===== config.mk =====
export PLATFORM = sky130hd
export DESIGN_NAME = fslt_cell
export DESIGN_NICKNAME = d
export VERILOG_FILES = /design/src/rtl/fslt_pkg.sv /design/src/rtl/fslt_cell.sv
export SDC_FILE = /design/constraint.sdc
export NUM_CORES = 1
export LEC_CHECK = 0
export BUFFER_PORTS_ARGS = -buffer_cell sky130_fd_sc_hd__buf_2
export CORE_AREA = 3 3 223 225
export CTS_CLUSTER_SIZE = 10
export DETAILED_ROUTE_END_ITERATION = 12
export DIE_AREA = 0 0 226 228
export GPL_ROUTABILITY_DRIVEN = 0
export PLACE_DENSITY = 0.57
export REMOVE_ABC_BUFFERS = 1
export SLEW_MARGIN = 5
export SYNTH_ARGS = -nofsm -noshare
export SYNTH_HDL_FRONTEND = slang
export SYNTH_SLANG_ARGS = --single-unit

===== constraint.sdc =====
create_clock -name clk -period 7 [get_ports clk]
set_clock_uncertainty 0.05 [all_clocks]
set_input_delay 0.7 -clock clk [delete_from_list [all_inputs] [get_ports clk]]
set_output_delay 0.7 -clock clk [all_outputs]
set_load 0.01 [all_outputs]

===== src/rtl/fslt_pkg.sv =====
// Package for the flow session loss tracker.
// Holds the channel item types, the probe and write bundles that travel along
// the cell chain, and shared constants. No dependencies.
package fslt_pkg;

  // Default table depth and the index width that covers the largest table
  localparam int unsigned MAX_SESSIONS_DEF = 16;
  localparam int unsigned SLOT_IDX_W       = 8;
  localparam int unsigned ENTRY_SLOT_W     = 4;

  // Sequence number that ends a session
  localparam logic [31:0] END_SEQUENCE = 32'hffff_ffff;

  // One received datagram
  typedef struct packed {
    logic [31:0] source_address;
    logic [15:0] source_port;
    logic [31:0] sequence_number;
    logic [15:0] datagram_bytes;
  } datagram_t;

  // One result
  typedef struct packed {
    logic [ENTRY_SLOT_W-1:0] entry_slot;
    logic                    opened_new;
    logic                    closed_now;
    logic                    table_full;
    logic [31:0]             bytes_total;
    logic [31:0]             messages_total;
    logic [31:0]             messages_lost;
    logic [31:0]             sessions_opened;
    logic [31:0]             datagrams_seen;
  } report_t;

  // Lookup probe, passed from cell to cell
  typedef struct packed {
    logic                  active;
    logic [31:0]           address;
    logic [15:0]           port;
    logic                  hit;
    logic [SLOT_IDX_W-1:0] hit_idx;
    logic [31:0]           bytes;
    logic [31:0]           messages;
    logic [31:0]           lost;
    logic [31:0]           last_sequence;
    logic                  free_found;
    logic [SLOT_IDX_W-1:0] free_idx;
  } probe_t;

  // Entry update, broadcast to all cells
  typedef struct packed {
    logic                  en;
    logic [SLOT_IDX_W-1:0] idx;
    logic                  valid;
    logic [31:0]           address;
    logic [15:0]           port;
    logic [31:0]           bytes;
    logic [31:0]           messages;
    logic [31:0]           lost;
    logic [31:0]           last_sequence;
  } write_t;

endpackage


===== src/rtl/fslt_cell.sv =====
// One session table entry with its stage of the lookup chain.
// Depends on fslt_pkg (probe_t, write_t).
module fslt_cell import fslt_pkg::*; #(
  parameter int unsigned CELL_IDX = 0
) (
  input  logic   clk,
  input  logic   rst,
  input  probe_t probe_prev,
  output probe_t probe,
  input  write_t wr
);

  localparam logic [SLOT_IDX_W-1:0] OWN_IDX = SLOT_IDX_W'(CELL_IDX);

  logic        valid;
  logic [31:0] address;
  logic [15:0] port;
  logic [31:0] bytes;
  logic [31:0] messages;
  logic [31:0] lost;
  logic [31:0] last_sequence;
  probe_t      probe_next;
  logic        wr_here;

  assign wr_here = wr.en && (wr.idx == OWN_IDX);

  // Check this entry against the passing probe
  always_comb begin
    probe_next = probe_prev;
    if (probe_prev.active) begin
      if (valid) begin
        if (!probe_prev.hit && address == probe_prev.address
            && port == probe_prev.port) begin
          probe_next.hit           = 1'b1;
          probe_next.hit_idx       = OWN_IDX;
          probe_next.bytes         = bytes;
          probe_next.messages      = messages;
          probe_next.lost          = lost;
          probe_next.last_sequence = last_sequence;
        end
      end else if (!probe_prev.free_found) begin
        probe_next.free_found = 1'b1;
        probe_next.free_idx   = OWN_IDX;
      end
    end
  end

  // Hand the probe on to the next cell
  always_ff @(posedge clk) begin
    if (rst) begin
      probe <= '0;
    end else begin
      probe <= probe_next;
    end
  end

  // Entry valid flag
  always_ff @(posedge clk) begin
    if (rst) begin
      valid <= 1'b0;
    end else if (wr_here) begin
      valid <= wr.valid;
    end
  end

  // Entry contents
  always_ff @(posedge clk) begin
    if (wr_here) begin
      address       <= wr.address;
      port          <= wr.port;
      bytes         <= wr.bytes;
      messages      <= wr.messages;
      lost          <= wr.lost;
      last_sequence <= wr.last_sequence;
    end
  end

endmodule


==> results.toml, run 1 <==
[cts]
clk_latency_ps = 540
hold_buffers = 0
htree_levels = 2
post-cts-setup-buffers = 0
cts_buffer_depth = 3
cts_tree = "yes"
path_clk_slew_ps = 50
cts_inserted_buffers = 44
post_cts_resized = 0
cts_sinks = 372
cts_root_buf = "clkbuf_16"

[global_routing]
grt_pass1_vias = 9511
grt_pass1_wl_mm = 54.9
grt_use_total = 0.139
grt_max_degree = 178
overflow = 0
antenna_found_initial = 11

[layout]
final_common_cell = "buf_2"
stdcell_count = 2181
multi_input_area_um2 = 3910
fin_util = 0.380
post-route-cell-area_um2 = 18200
syn_to_final_growth_pct = 34.5
fin_nets = 1910
nFillCells = 4701
drive_above_1_share = 0.407
final_cell_mix = "buf_2 (576), nand2b_1 (256), dfxtp_1 (196)"
register_area_um2 = 9210

[synth]
yosysWarnings = 0
ys_ff_latch = 372
synth_edf_count = 176
synth_seq_area_share = 0.682
synth_top_cell_by_area = "edfxtp_1"
post-synth-top-area-fraction = 0.391
async_flop_share = 0
synthTopCellsByArea = "edfxtp_1 (39%), dfxtp_1 (29%), nand2b_1 (12%), mux2i_1 (9.6%), xor2_1 (3.1%)"
synthFlopType = "dfxtp_1"
synthCells = 949
syn-cell-area_um2 = 13500
avgSynthCellArea_um2 = 14.2
synth_cell_type_count = 23

[placed_design]
placed_area_um2 = 16900
dpl.cell_count = 2096
port-buffer-count = 577
dpl.hpwl_mm = 27.3

[detailed_routing]
first_iter_violations = 264
routed_via_density = 4.13
wl_met1_mm = 14.0
drc = 0
met2_length_mm = 18.9
vias = 9016
firstDrtPassIters = 6
routed-wl-met3_mm = 3.68
wire_per_inst_um = 17.2
dr.max_layer_used = "met5"
postRouteAntennaNets = 0
drt-total-wl_mm = 37.5

[floorplan]
die_y_um = 228
coreArea_um2 = 47700
start_util = 0.283
ios = 578
rows = 80
die_x_um = 226
dieArea_um2 = 51500

[worst_hold_path]
hp-class = "in2reg"

[worst_setup_path]
arrival_ps = 3880
critPathMaxFanout = 112
worst-endpoint-required_ps = 7410
r2r_slack_ps = 3530
critPathKind = "reg2reg"
start_kind = "flop"
endpoint_kind = "flop"

[run]
maxCapViolCount = 0

[outcome]
status = "complete, no violations"

[power_and_ir_drop]
p_leak_uw = 0.00753
irDropWorstVdd_mv = 0.180
p_per_area_nw_per_um2 = 261

[timing]
fmax_mhz = 288
rsz0062_at_grt = "false"
setup_violations = 0
report.final.slew_viol_count = 0
fin_crit_ps = 3470
finalSetupTns_ps = 0
tightest_slew_ps = 991
finalHoldViolations = 0
final.period_utilization = 0.496
relSlewSlack = 0.340
hold_ws_ps = 284
==> stage by stage <==
stage	worst slack [ps]	power, uW
4_1_cts	3470	4830
3_3_place_gp	3100	2740
6_report	3530	4740
5_1_grt	3320	4960
2_1_floorplan	-854	2520
3_5_place_dp	3040	2740
==> critical path, stage by stage (launching register included) <==
cell,delay [ps]
edfxtp_1,370
xor2_1,150
nor4_1,480
nand4_1,350
nor4_4,390
buf_12,610
buf_4,560
mux2i_1,250
==> routing by layer <==
layer | vias to the layer above | global-route usage
li1 | 4365 | -
met2 | 362 | 0.249
met3 | 69 | 0.0545
met5 | - | 0
met4 | 8 | 0.0473
met1 | 4212 | 0.149
==> cell usage after synthesis, types with 2 or more instances <==
library cell,count
nor4_1,12
nor3_1,3
xor2_1,48
nand2b_1,256
nor2_1,2
dfxtp_1,196
mux2i_1,129
inv_1,2
nand2_1,2
clkbuf_1,35
nor2b_1,49
nor3b_1,8
edfxtp_1,176
buf_6,6
buf_12,9
and2_1,8
nand4_1,2
==> path summary, 6_finish.rpt <==
path / start / end / cells past startpoint
max: address[31] / probe[58] / 7
max reg2reg: address[31] / probe[58] / 7
min reg2reg: bytes[16] / probe[121] / 2
min: wr[47] / lost[15] / 1
==> power by group <==
part	leakage (uW)	total, uW	internal (uW)	switching [uW]
Clock	0.000611	2050	1210	835
Sequential	0.00321	2360	2340	17.2
Combinational	0.00371	334	177	157
Total	0.00753	4740	3730	1010
==> state kept, by name (all words and copies together), names as in the netlist <==
signal	count
address	32
bytes	32
last_sequence	32
lost	32
messages	32
port	16
probe	195
valid	1
==> layout make-up <==
cell class,count,area share
tap,615,0.0424
multi-input combinational,525,0.215
clock buffer,76,0.0695
clock inverter,2,0.000758
antenna,7,0.000965
inverter,2,0.000413
timing repair buffer,582,0.164
sequential,372,0.507
==> kinds of logic after synthesis <==
family / after synthesis / synth area share
xor gates and xnor gates: 48 / 0.0311
buffers and inverters: 52 / 0.0286
DFF: 372 / 0.682
muxes: 129 / 0.0956
AOI/OAI and AO/OA: 3 / 0.00158
and+or+nand+nor: 345 / 0.161
No activity file was read; power rests on OpenSTA's default activity.
==> inputs of run 2 (changes only) <==
--- a/config.mk
+++ b/config.mk
@@ -6,12 +6,12 @@
 export NUM_CORES = 1
 export LEC_CHECK = 0
 export BUFFER_PORTS_ARGS = -buffer_cell sky130_fd_sc_hd__buf_2
-export CORE_AREA = 3 3 223 225
+export CORE_AREA = 3 3 222 224
 export CTS_CLUSTER_SIZE = 10
 export DETAILED_ROUTE_END_ITERATION = 12
-export DIE_AREA = 0 0 226 228
+export DIE_AREA = 0 0 225 227
 export GPL_ROUTABILITY_DRIVEN = 0
-export PLACE_DENSITY = 0.57
+export PLACE_DENSITY = 0.59
 export REMOVE_ABC_BUFFERS = 1
 export SLEW_MARGIN = 5
 export SYNTH_ARGS = -nofsm -noshare
==> constraint.sdc (replaced) <==
create_clock -name clk -period 3.15 [get_ports clk]
set_clock_uncertainty 0.05 [all_clocks]
set_input_delay 0.315 -clock clk [delete_from_list [all_inputs] [get_ports clk]]
set_output_delay 0.315 -clock clk [all_outputs]
set_load 0.01 [all_outputs]
==> run 2 against run 1 <==
Net effect: combinational power rose to 3.4 times the previous value; via count is 20% higher; sequential cell count is the same; sequential power is 120% higher; largest cell class unchanged.
==> results.toml, run 2 (synthesis results as in run 1) <==
[timing]
hold_ws_ps = 28.0
fmax_mhz = 368
relSlewSlack = 0.538
finalHoldViolations = 0
fin_crit_ps = 2720
final.period_utilization = 0.862
setup_violations = 0
report.final.slew_viol_count = 0
finalSetupTns_ps = 0
tightest_slew_ps = 694
rsz0062_at_grt = "false"

[worst_setup_path]
worst-endpoint-required_ps = 3560
arrival_ps = 3130
r2r-start = "port[14]"
ff2ff_path_depth = 7
cp-endpoint = "probe[32]"
endpoint_kind = "flop"
r2r_slack_ps = 490
critPathLaunch = "probe_prev[193]"
critPathMaxFanout = 32
critPathKind = "in2reg"
reg2reg_to = "probe[32]"
start_kind = "input pin"

[run]
maxCapViolCount = 0

[floorplan]
start_util = 0.284
die_y_um = 227
dieArea_um2 = 51100
ios = 578
rows = 80
coreArea_um2 = 47500
die_x_um = 225

[cts]
post-cts-setup-buffers = 0
cts_tree = "yes"
post_cts_resized = 0
clk_latency_ps = 550
htree_levels = 2
cts_sinks = 372
cts_buffer_depth = 3
cts_root_buf = "clkbuf_16"
cts_inserted_buffers = 44
path_clk_slew_ps = 50

[power_and_ir_drop]
p_int_uw = 8720
p_per_area_nw_per_um2 = 504
p_seq_frac = 0.471
power_frac_clock = 0.425
p_leak_uw = 0.00921
switching_share = 0.216
switching_power_uw = 2410
share_comb_of_total_power = 0.104
irDropWorstVdd_mv = 0.466

[detailed_routing]
vias = 10800
wire_per_inst_um = 17.0
postRouteAntennaNets = 0
drt-total-wl_mm = 43.7
first_iter_violations = 461
drc = 0
firstDrtPassIters = 4
routed_via_density = 4.23

[layout]
drive_above_1_share = 0.337
final_cell_mix = "buf_2 (576), dlygate4sd3_1 (367), nand2b_1 (256)"
nFillCells = 4160
largest_reg_flops = 195
syn_to_final_growth_pct = 63.6
fin_nets = 2296
regMostFlops = "probe"
final_common_cell = "buf_2"

[placed_design]
dpl.hpwl_mm = 28.9
port-buffer-count = 577

[global_routing]
grt_pass1_vias = 11900
use_met1 = 0.175
grtUsageMet3 = 0.0495
overflow = 0
grt_pass1_wl_mm = 65.3
grtUsageMet2 = 0.301
antenna_found_initial = 2
grt_use_total = 0.164
grt_max_degree = 105
grt-busiest-layer = "met2"

[outcome]
status = "complete, no violations"

[worst_hold_path]
hp-class = "in2reg"
run 2: layer usage:
metal	vias to the layer above	wire length [um]
li1	5136	-
met4	0	1830
met1	5117	16200
met3	111	3380
met5	-	0
met2	470	22300
run 2: power by group through the flow:
| stage | Combinational [uW] | Sequential (uW) | Clock, uW |
|---|---|---|---|
| floorplan | 193 | 5410 | 0 |
| global placement | 759 | 5340 | 0 |
| detailed placement | 771 | 5340 | 0 |
| CTS | 1140 | 5240 | 4880 |
| global route | 1250 | 5250 | 5070 |
| finish | 1150 | 5240 | 4730 |
run 2: timing repair:
item	4_1_cts	5_1_grt
endpoints found under the hold margin	366	0
hold buffers	367	0
setup endpoints to repair	0	0
run 2: layout make-up:
type                    count  area (um2)  area share
diodes                      2        5.00    0.000227
clock buffers              78        1320      0.0599
clock inverters             2        17.5    0.000793
inverters                   2        7.51    0.000340
multi-input cells         525        3910       0.177
flip-flops and latches    372        9210       0.417
well taps                 615         769      0.0348
repair buffers            968        6850       0.310
run 2: worst min-delay path by stage:
stage                               start           end  slack (ps)  cells after the start
final                     probe_prev[106]    probe[106]          30                      3
after global routing      probe_prev[106]    probe[106]          20                      3
after CTS                 probe_prev[113]    probe[113]         0.3                      3
after detailed placement           wr[94]  messages[30]         440                      1
after global placement            wr[122]     bytes[26]         440                      1
after floorplan                       rst    probe[146]         340                      1
run 2: stage by stage:
step | setup slack (ps) | instances | utilization | area [um2] | total power [uW]
2_1_floorplan | -4360 | 899 | - | 13100 | 5600
3_3_place_gp | 352 | 2115 | 0.359 | 17100 | 6100
3_5_place_dp | 313 | 2115 | 0.359 | 17100 | 6110
4_1_cts | 345 | 2562 | 0.464 | 22100 | 11300
5_1_grt | 283 | 2562 | 0.464 | 22100 | 11600
6_report | 435 | 2564 | 0.465 | 22100 | 11100
run 2: worst max-delay path, cell delays in order:
cell and delay, ps:
dlygate4sd3_1 530, buf_2 130, xor2_1 150, nor4_1 400
nand4_1 320, nor4_4 400, buf_4 320, buf_12 290
mux2i_1 230
